## config.mk

```make
export PLATFORM = sky130hd
export DESIGN_NAME = ipv4_longest_prefix_router
export DESIGN_NICKNAME = d
export VERILOG_FILES = /design/src/sv/iplpm_pkg.sv /design/src/sv/ipv4_longest_prefix_router.sv
export SDC_FILE = /design/constraint.sdc
export NUM_CORES = 2
export LEC_CHECK = 0
export BUFFER_PORTS_ARGS = -buffer_cell sky130_fd_sc_hd__buf_2
export CAP_MARGIN = 20
export CORE_MARGIN = 2
export CORE_UTILIZATION = 45
export CTS_CLUSTER_SIZE = 25
export DETAILED_ROUTE_END_ITERATION = 8
export GPL_ROUTABILITY_DRIVEN = 0
export PLACE_DENSITY_LB_ADDON = 0.12
export REMOVE_ABC_BUFFERS = 1
export SLEW_MARGIN = 5
export SYNTH_ARGS = -nofsm -noshare
export SYNTH_HDL_FRONTEND = slang
export SYNTH_SLANG_ARGS = --single-unit
```

## constraint.sdc

```tcl
create_clock -name clk_i -period 6.2 [get_ports clk_i]
set_input_delay 0.62 -clock clk_i [delete_from_list [all_inputs] [get_ports clk_i]]
set_output_delay 0.62 -clock clk_i [all_outputs]
set_load 0.02 [all_outputs]
```

## src/sv/iplpm_pkg.sv

```systemverilog
// shared constants and types for the ipv4 longest-prefix route table
package iplpm_pkg;

  localparam int TABLE_ENTRIES = 32;
  localparam int PORT_COUNT    = 16;
  localparam int IDX_W         = (TABLE_ENTRIES > 1) ? $clog2(TABLE_ENTRIES) : 1;

  localparam int ADDR_W   = 32;
  localparam int LEN_W    = 6;
  localparam int PORT_W   = 4;
  localparam int TTL_W    = 8;
  localparam int STATUS_W = 3;

  localparam int IN_DATA_W  = 120;
  localparam int OUT_DATA_W = 48;

  // command codes carried in tuser on the slave side
  localparam logic CMD_ADD   = 1'b0;
  localparam logic CMD_ROUTE = 1'b1;

  typedef enum logic [STATUS_W-1:0] {
    ST_FORWARDED   = 3'd0,
    ST_NO_ROUTE    = 3'd1,
    ST_TTL_EXPIRED = 3'd2,
    ST_ADDED       = 3'd3,
    ST_REPLACED    = 3'd4,
    ST_FULL        = 3'd5
  } status_e;

  typedef enum logic [3:0] {
    S_IDLE = 4'b0001,
    S_SCAN = 4'b0010,
    S_LAST = 4'b0100,
    S_DONE = 4'b1000
  } state_e;

  typedef struct packed {
    logic [ADDR_W-1:0] key;
    logic [LEN_W-1:0]  len;
    logic              has_hop;
    logic [ADDR_W-1:0] hop;
    logic [PORT_W-1:0] port;
  } entry_t;

endpackage

```

## src/sv/ipv4_longest_prefix_router.sv

```systemverilog
// ipv4 route table with add-route and longest-prefix forwarding lookup
//
// Each transfer on the slave side is either an add-route command (tuser = 0)
// or a datagram to route (tuser = 1), and gives exactly one result transfer
// on the master side, in order. Routes live in a synchronous table of
// TABLE_ENTRIES entries with one valid flip-flop per entry, so the
// table is empty straight after reset with no clearing pass. Every command
// walks the whole table through the one read port, one entry per cycle, so
// an item occupies the block from acceptance to the next acceptance: the
// scan reads each entry, a last step waits out the final read, and a done
// step forms the result and writes the table back before the return to
// idle. A finished result waits in an output register, so the
// next command is taken while the previous result is still stalled. Status
// codes: 0 forwarded, 1 no route, 2 ttl expired, 3 added, 4 replaced,
// 5 table full; port, next hop and ttl are zero unless forwarded.
module ipv4_longest_prefix_router (
  input  logic                                clk_i,
  input  logic                                rst_ni,
  input  logic                                s_axis_tvalid,
  output logic                                s_axis_tready,
  // prefix[31:0], prefix_len[37:32], has_next_hop[38], next_hop_addr[70:39],
  // route_port[74:71], dest_addr[106:75], ttl_in[114:107], zero pad above
  input  logic [iplpm_pkg::IN_DATA_W-1:0]     s_axis_tdata,
  // cmd[0]
  input  logic                                s_axis_tuser,
  output logic                                m_axis_tvalid,
  input  logic                                m_axis_tready,
  // out_port[3:0], hop_out[35:4], ttl_out[43:36], zero pad above
  output logic [iplpm_pkg::OUT_DATA_W-1:0]    m_axis_tdata,
  // status[2:0]
  output logic [iplpm_pkg::STATUS_W-1:0]      m_axis_tuser
);

  localparam logic [iplpm_pkg::IDX_W-1:0] LastIdx =
    iplpm_pkg::IDX_W'(iplpm_pkg::TABLE_ENTRIES - 1);

  function automatic logic [iplpm_pkg::ADDR_W-1:0] len_mask(
    input logic [iplpm_pkg::LEN_W-1:0] len
  );
    logic [iplpm_pkg::ADDR_W-1:0] m;
    if (len == '0) begin
      m = '0;
    end else if (len >= 6'd32) begin
      m = '1;
    end else begin
      m = {iplpm_pkg::ADDR_W{1'b1}} << (6'd32 - len);
    end
    return m;
  endfunction

  // input field unpack
  logic [31:0] in_prefix;
  logic [5:0]  in_plen;
  logic        in_has_hop;
  logic [31:0] in_hop;
  logic [3:0]  in_port;
  logic [31:0] in_dest;
  logic [7:0]  in_ttl;
  logic [5:0]  in_plen_sat;

  assign in_prefix   = s_axis_tdata[31:0];
  assign in_plen     = s_axis_tdata[37:32];
  assign in_has_hop  = s_axis_tdata[38];
  assign in_hop      = s_axis_tdata[70:39];
  assign in_port     = s_axis_tdata[74:71];
  assign in_dest     = s_axis_tdata[106:75];
  assign in_ttl      = s_axis_tdata[114:107];
  assign in_plen_sat = (in_plen > 6'd32) ? 6'd32 : in_plen;

  iplpm_pkg::state_e state_q, state_d;

  // held command
  logic                            cmd_q;
  logic [31:0]                     addr_q;   // masked key for add, destination for lookup
  logic [5:0]                      plen_q;
  logic                            has_hop_q;
  logic [31:0]                     hop_q;
  logic [3:0]                      port_q;
  logic [7:0]                      ttl_q;

  // table
  iplpm_pkg::entry_t               mem [iplpm_pkg::TABLE_ENTRIES];
  iplpm_pkg::entry_t               rdata_q;
  logic [iplpm_pkg::TABLE_ENTRIES-1:0] valid_q;
  logic [iplpm_pkg::IDX_W-1:0]     rd_idx_q;
  logic [iplpm_pkg::IDX_W-1:0]     cmp_idx_q;
  logic                            cmp_vld_q;

  // scan results
  logic                            slot_found_q;
  logic [iplpm_pkg::IDX_W-1:0]     slot_idx_q;
  logic                            free_found_q;
  logic [iplpm_pkg::IDX_W-1:0]     free_idx_q;
  logic                            best_found_q;
  logic [5:0]                      best_len_q;
  logic                            best_has_hop_q;
  logic [31:0]                     best_hop_q;
  logic [3:0]                      best_port_q;

  logic                            m_tvalid_q;
  logic [iplpm_pkg::OUT_DATA_W-1:0] m_tdata_q;
  logic [iplpm_pkg::STATUS_W-1:0]  m_tuser_q;

  logic                            accept;
  logic                            out_free;
  logic                            load;
  logic                            ent_valid;
  logic                            key_hit;
  logic                            dst_hit;
  logic                            is_better;
  logic                            wr_en;
  logic [iplpm_pkg::IDX_W-1:0]     wr_idx;
  iplpm_pkg::entry_t               wr_ent;
  iplpm_pkg::status_e              res_status;
  logic [3:0]                      res_port;
  logic [31:0]                     res_hop;
  logic [7:0]                      res_ttl;

  assign s_axis_tready = (state_q == iplpm_pkg::S_IDLE);
  assign accept        = s_axis_tvalid && s_axis_tready;
  assign out_free      = !m_tvalid_q || m_axis_tready;
  assign load          = (state_q == iplpm_pkg::S_DONE) && out_free;

  assign m_axis_tvalid = m_tvalid_q;
  assign m_axis_tdata  = m_tdata_q;
  assign m_axis_tuser  = m_tuser_q;

  // per-entry compare on the word read last cycle
  assign ent_valid = valid_q[cmp_idx_q];
  assign key_hit   = ent_valid && (rdata_q.key == addr_q);
  assign dst_hit   = ent_valid && ((addr_q & len_mask(rdata_q.len)) == rdata_q.key);
  assign is_better = !best_found_q || (rdata_q.len > best_len_q);

  always_comb begin
    state_d = state_q;
    case (state_q)
      iplpm_pkg::S_IDLE: begin
        if (accept) state_d = iplpm_pkg::S_SCAN;
      end
      iplpm_pkg::S_SCAN: begin
        if (rd_idx_q == LastIdx) state_d = iplpm_pkg::S_LAST;
      end
      iplpm_pkg::S_LAST: begin
        state_d = iplpm_pkg::S_DONE;
      end
      iplpm_pkg::S_DONE: begin
        if (out_free) state_d = iplpm_pkg::S_IDLE;
      end
      default: state_d = iplpm_pkg::S_IDLE;
    endcase
  end

  // result and write-back
  always_comb begin
    res_status = iplpm_pkg::ST_NO_ROUTE;
    res_port   = '0;
    res_hop    = '0;
    res_ttl    = '0;
    wr_en      = 1'b0;
    wr_idx     = slot_idx_q;
    wr_ent.key     = addr_q;
    wr_ent.len     = plen_q;
    wr_ent.has_hop = has_hop_q;
    wr_ent.hop     = hop_q;
    wr_ent.port    = port_q;
    if (cmd_q == iplpm_pkg::CMD_ADD) begin
      if (slot_found_q) begin
        res_status = iplpm_pkg::ST_REPLACED;
        wr_en      = load;
      end else if (free_found_q) begin
        res_status = iplpm_pkg::ST_ADDED;
        wr_idx     = free_idx_q;
        wr_en      = load;
      end else begin
        res_status = iplpm_pkg::ST_FULL;
      end
    end else if (!best_found_q || (int'(best_port_q) >= iplpm_pkg::PORT_COUNT)) begin
      res_status = iplpm_pkg::ST_NO_ROUTE;
    end else if (ttl_q <= 8'd1) begin
      res_status = iplpm_pkg::ST_TTL_EXPIRED;
    end else begin
      res_status = iplpm_pkg::ST_FORWARDED;
      res_port   = best_port_q;
      res_hop    = best_has_hop_q ? best_hop_q : addr_q;
      res_ttl    = ttl_q - 8'd1;
    end
  end

  // table storage, one read and one write port
  always_ff @(posedge clk_i) begin
    if (wr_en) begin
      mem[wr_idx] <= wr_ent;
    end
    rdata_q <= mem[rd_idx_q];
  end

  always_ff @(posedge clk_i or negedge rst_ni) begin
    if (!rst_ni) begin
      state_q      <= iplpm_pkg::S_IDLE;
      valid_q      <= '0;
      rd_idx_q     <= '0;
      cmp_idx_q    <= '0;
      cmp_vld_q    <= 1'b0;
      slot_found_q <= 1'b0;
      free_found_q <= 1'b0;
      best_found_q <= 1'b0;
      m_tvalid_q   <= 1'b0;
    end else begin
      state_q   <= state_d;
      cmp_vld_q <= (state_q == iplpm_pkg::S_SCAN);
      cmp_idx_q <= rd_idx_q;
      if (state_q == iplpm_pkg::S_SCAN) begin
        rd_idx_q <= (rd_idx_q == LastIdx) ? '0 : rd_idx_q + 1'b1;
      end
      if (accept) begin
        rd_idx_q     <= '0;
        slot_found_q <= 1'b0;
        free_found_q <= 1'b0;
        best_found_q <= 1'b0;
      end else if (cmp_vld_q) begin
        if (cmd_q == iplpm_pkg::CMD_ADD) begin
          if (key_hit && !slot_found_q) slot_found_q <= 1'b1;
          if (!ent_valid && !free_found_q) free_found_q <= 1'b1;
        end else if (dst_hit && is_better) begin
          best_found_q <= 1'b1;
        end
      end
      if (wr_en) begin
        valid_q[wr_idx] <= 1'b1;
      end
      if (load) begin
        m_tvalid_q <= 1'b1;
      end else if (m_axis_tready) begin
        m_tvalid_q <= 1'b0;
      end
    end
  end

  // payload registers
  always_ff @(posedge clk_i) begin
    if (accept) begin
      cmd_q     <= s_axis_tuser;
      addr_q    <= (s_axis_tuser == iplpm_pkg::CMD_ROUTE) ? in_dest
                                                          : (in_prefix & len_mask(in_plen_sat));
      plen_q    <= in_plen_sat;
      has_hop_q <= in_has_hop;
      hop_q     <= in_hop;
      port_q    <= in_port;
      ttl_q     <= in_ttl;
    end
    if (cmp_vld_q) begin
      if (cmd_q == iplpm_pkg::CMD_ADD) begin
        if (key_hit && !slot_found_q) slot_idx_q <= cmp_idx_q;
        if (!ent_valid && !free_found_q) free_idx_q <= cmp_idx_q;
      end else if (dst_hit && is_better) begin
        best_len_q     <= rdata_q.len;
        best_has_hop_q <= rdata_q.has_hop;
        best_hop_q     <= rdata_q.hop;
        best_port_q    <= rdata_q.port;
      end
    end
    if (load) begin
      m_tuser_q <= res_status;
      m_tdata_q <= {4'd0, res_ttl, res_hop, res_port};
    end
  end

endmodule
```

==> summary.txt <==
Run status
  – Status: finished clean

Logic synthesis
  – Ys Warns: 0
  – Ys async rst share: 0.0188
  – Synth Flop Type: edfxtp_1
  – EDFF count, synth: roughly 2600
  – Register bit total from synthesis: 2710
  – Sequential-to-total area share from yosys stat: 0.776
  – Synth Instances: around 4400
  – Synthesized area: 104000 µm²
  – Avg Inst Size Synth: 23.3 µm²
  – Synth cell types: 81

Power
  – Switch share: 0.261
  – Leak: roughly 37 nW
  – Sw Pwr: between 10 and 15 mW
  – Power share of the combinational group: 0.194
  – Maximum vdd drop: roughly 310 µV
  – PwrDens: between 400 and 500 nW/µm²
  – Clock network power share: 0.347
  – P_int: approximately 36 mW
  – Flop pwr share: 0.459

Setup path
  – Worst endpoint data arrival time: 5670 ps
  – Worst Path Required: roughly 6700 ps
  – WS Path Type: reg -> reg
  – FF-to-FF End: best_hop_q[19]$_DFFE_PP_
  – Worst path top cell family by delay: simple AND/OR/NAND/NOR gates
  – Reg-to-reg setup timing slack: approximately 1000 ps
  – Most used cell, CP: nor4_4
  – Worst setup EP type: flip-flop
  – Critical-path cell list: inv_1, ha_1, xnor2_1, nand2_1, nor4_4, o32ai_1, or3_1, or4_1, nor4_4, buf_4
  – Worst path max stage delay: 710 ps
  – CP Buf/Inv Count: 2
  – Element type at the critical path start: flip-flop
  – R2r startpoint: rdata_q[38]$_DFF_P_
  – Crit path max-delay cell type: dfxtp_1
  – CP startpoint: rdata_q[38]$_DFF_P_
  – FF-to-FF path depth: 10
  – CP max FO: 32

Cells and area
  – Share of post-route cells with drive strength above 1: 0.315
  – Final instance area: 119000 µm²
  – P&R area growth vs syn: 15.1%
  – Final nets: 5080
  – Final-layout fill cell count: between 15000 and 20000
  – Fin cells: about 8000

Placed design
  – # port buffers: 168
  – Placement Setup Slack: approximately 1200 ps
  – Placed Instances: ~7600
  – DP Area: 109000 µm²
  – Hpwl dp: around 140000 µm

Timing
  – Final WS setup: about 1000 ps
  – Slew @ Worst Pin: approximately 1100 ps
  – Slew Limit Fails: 0
  – Period utilization: 0.831
  – Setup_tns: 0 ps
  – Relative slew slack: 0.242
  – Worst Skew: between 60 and 70 ps
  – Fin. Hold Viols: 0
  – Fmax: about 190 MHz
  – RSZ-0062 raised after global routing: false
  – # setup viols final: 0
  – Final min period: a little over 5000 ps

Clock network
  – Clk buf depth: 4
  – H-tree levels: 5
  – Sinks on Clock Net: 2710
  – Num CTS Buffers: 300
  – PostCTS Resize Cnt: 0
  – Clock-pin slew of the registers on the worst-case setup and hold paths: 60 ps
  – Latest clock arrival within the worst-skew pair: approximately 940 ps
  – CTS tree: done
  – Root buf cell: clkbuf_16

Die
  – Die area: roughly 230000 µm²
  – Num rows: approximately 180
  – Die Y: 484 µm
  – Core ar.: between 200000 and 250000 µm²
  – Starting Density: 0.451
  – Die X: between 400 and 500 µm
  – IO Count: 178

Hold path
  – Hold Path End: addr_q[25]$_DFFE_PP_
  – Hold depth: 2
  – HP Start: s_axis_tdata[100]
  – Hold Path Class: in -> reg

Drt
  – Wire length per cell: 33.8 µm
  – Post-DR vias/cell: between 6 and 7
  – Final ANT Viol Nets: 0
  – Vias: roughly 50000
  – Post-route DRC: 0
  – DR pass1 iterations: 6
  – WL final: ~280000 µm
  – Starting DRC count in detailed routing: 5679

Global routing
  – Antenna violations before repair: 9
  – Global-route wire length before repair: ~390000 µm
  – Largest net degree at the start of global routing: 98
  – Total gr overflow: 0
  – Vias in the first global route: 50600
  – GR Util All Layers: 0.237

Job
  – Max-cap viol count: 0
==> cells in the final DEF (no fill, tap or decap), types with 25 or more instances in the layout <==
cell type / netlist / layout
dlygate4sd3_1: 0 / 71
mux2i_1: 44 / 44
clkbuf_1: 147 / 96
buf_2: 6 / 168
mux2_2: 79 / 79
nor2_4: 0 / 32
clkbuf_16: 0 / 305
clkinv_1: 0 / 34
buf_12: 0 / 39
nor2_1: 121 / 89
or2_2: 28 / 28
edfxtp_1: 2584 / 2584
buf_4: 7 / 117
o21ai_0: 34 / 34
nand2_1: 66 / 66
a32o_1: 26 / 26
dfrtp_1: 50 / 45
dfxtp_1: 75 / 75
inv_1: 44 / 42
clkinv_2: 0 / 25
mux4_2: 756 / 756
==> worst max-delay path by stage <==
stage / end / slack, ps / cells past startpoint
floorplan: rd_idx_q[0]$_DFFE_PN0P_ / -18800 / 5
global placement: best_hop_q[12]$_DFFE_PP_ / 1190 / 10
detailed placement: best_hop_q[12]$_DFFE_PP_ / 1180 / 10
CTS: best_hop_q[19]$_DFFE_PP_ / 1160 / 10
global route: best_hop_q[19]$_DFFE_PP_ / 900 / 10
finish: best_hop_q[19]$_DFFE_PP_ / 1050 / 10
==> flip-flops by register name, summed over array words and instances (netlist names), 3 cells and up <==
register	count
port_q	4
plen_q	6
slot_idx_q	5
m_axis_tuser	3
hop_q	32
best_port_q	4
free_idx_q	5
ttl_q	8
state_q	4
best_hop_q	32
valid_q	32
m_axis_tdata	44
best_len_q	6
mem	2400
rdata_q	75
cmp_idx_q	5
addr_q	32
rd_idx_q	5
==> power by group through the flow <==
stage	registers (mW)	clock network, mW	logic [mW]
final	22.2	16.8	9.35
after global routing	22.3	17.8	9.99
after CTS	22.2	17.1	9.47
after detailed placement	22.6	0	9.40
after global placement	22.5	0	9.42
after floorplan	22.6	0	5.84
==> cell usage after synthesis, types with 6 or more instances <==
master	n	area, µm²
nor4_1	12	75.1
nand2b_1	14	87.6
dfxtp_1	75	1500
ha_1	18	225
nor2_1	121	454
dfrtp_1	50	1250
xor2_1	21	184
buf_4	7	52.6
a21oi_1	16	80.1
clkbuf_1	147	552
a2111oi_0	6	52.6
nor4b_1	7	61.3
buf_2	6	30.0
o211ai_1	7	52.6
mux4_2	756	17000
a32o_1	26	260
a22oi_1	7	52.6
or2_2	28	175
buf_1	55	206
o21ai_1	7	35.0
nand3_1	14	70.1
or4_1	12	90.1
nor3_1	17	85.1
nand4_1	10	62.6
nand2_1	66	248
a32oi_1	7	61.3
o21ai_0	34	170
or2_1	11	68.8
inv_1	44	165
edfxtp_1	2584	77600
mux2_2	79	890
xnor2_1	16	140
or3_1	9	56.3
mux2i_1	44	440
o31ai_1	7	52.6
nor2b_1	23	144
o32ai_1	6	52.6
==> kinds of logic (layout without fill, tap and decap cells) <==
group                      Yosys count  in the layout  share of synthesized area
adders and majority gates           18             18                    0.00218
and+or+nand+nor                    367            367                     0.0183
muxes                              879            879                      0.177
xor gates and xnor gates            38             38                    0.00340
AOI/OAI and AO/OA                  173            173                     0.0125
buffers and inverters              262            956                    0.00997
other                                1              6                  0.0000362
DFF                               2710           2710                      0.776
==> per-layer routing <==
metal | vias to the layer above | global-route usage | part of all wire
met2 | 1819 | 0.376 | 0.48
met3 | 394 | 0.0341 | 0.061
met5 | - | 0 | 0
met1 | 27400 | 0.348 | 0.43
li1 | 19900 | - | -
met4 | 0 | 0.0610 | 0.024
==> final cells by class <==
class                   instances  area, µm²  area share
flip-flops and latches       2710      80400       0.675
multi-input cells            1479      22400       0.188
clock buffers                 424       8310      0.0697
well taps                    3026       3790      0.0318
repair buffers                401       3330      0.0280
clock inverters                86        779     0.00654
inverters                      45        176     0.00148
diodes                          2       5.00   0.0000420
==> per-stage QoR <==
stage / hold slack, ps / utilization / total power [mW]
floorplan: 324 / - / 28.4
global placement: 386 / 0.476 / 32.0
detailed placement: 389 / 0.476 / 32.0
CTS: 0.334 / 0.519 / 48.8
global route: 17.4 / 0.519 / 50.1
finish: 57.8 / 0.519 / 48.3
==> repair_timing <==
action,4_1_cts,5_1_grt
endpoints found under the setup margin,0,0
setup buffers,0,0
hold endpoints to repair,114,0
hold buffers,71,0
Power figures use the tool's default switching activity.
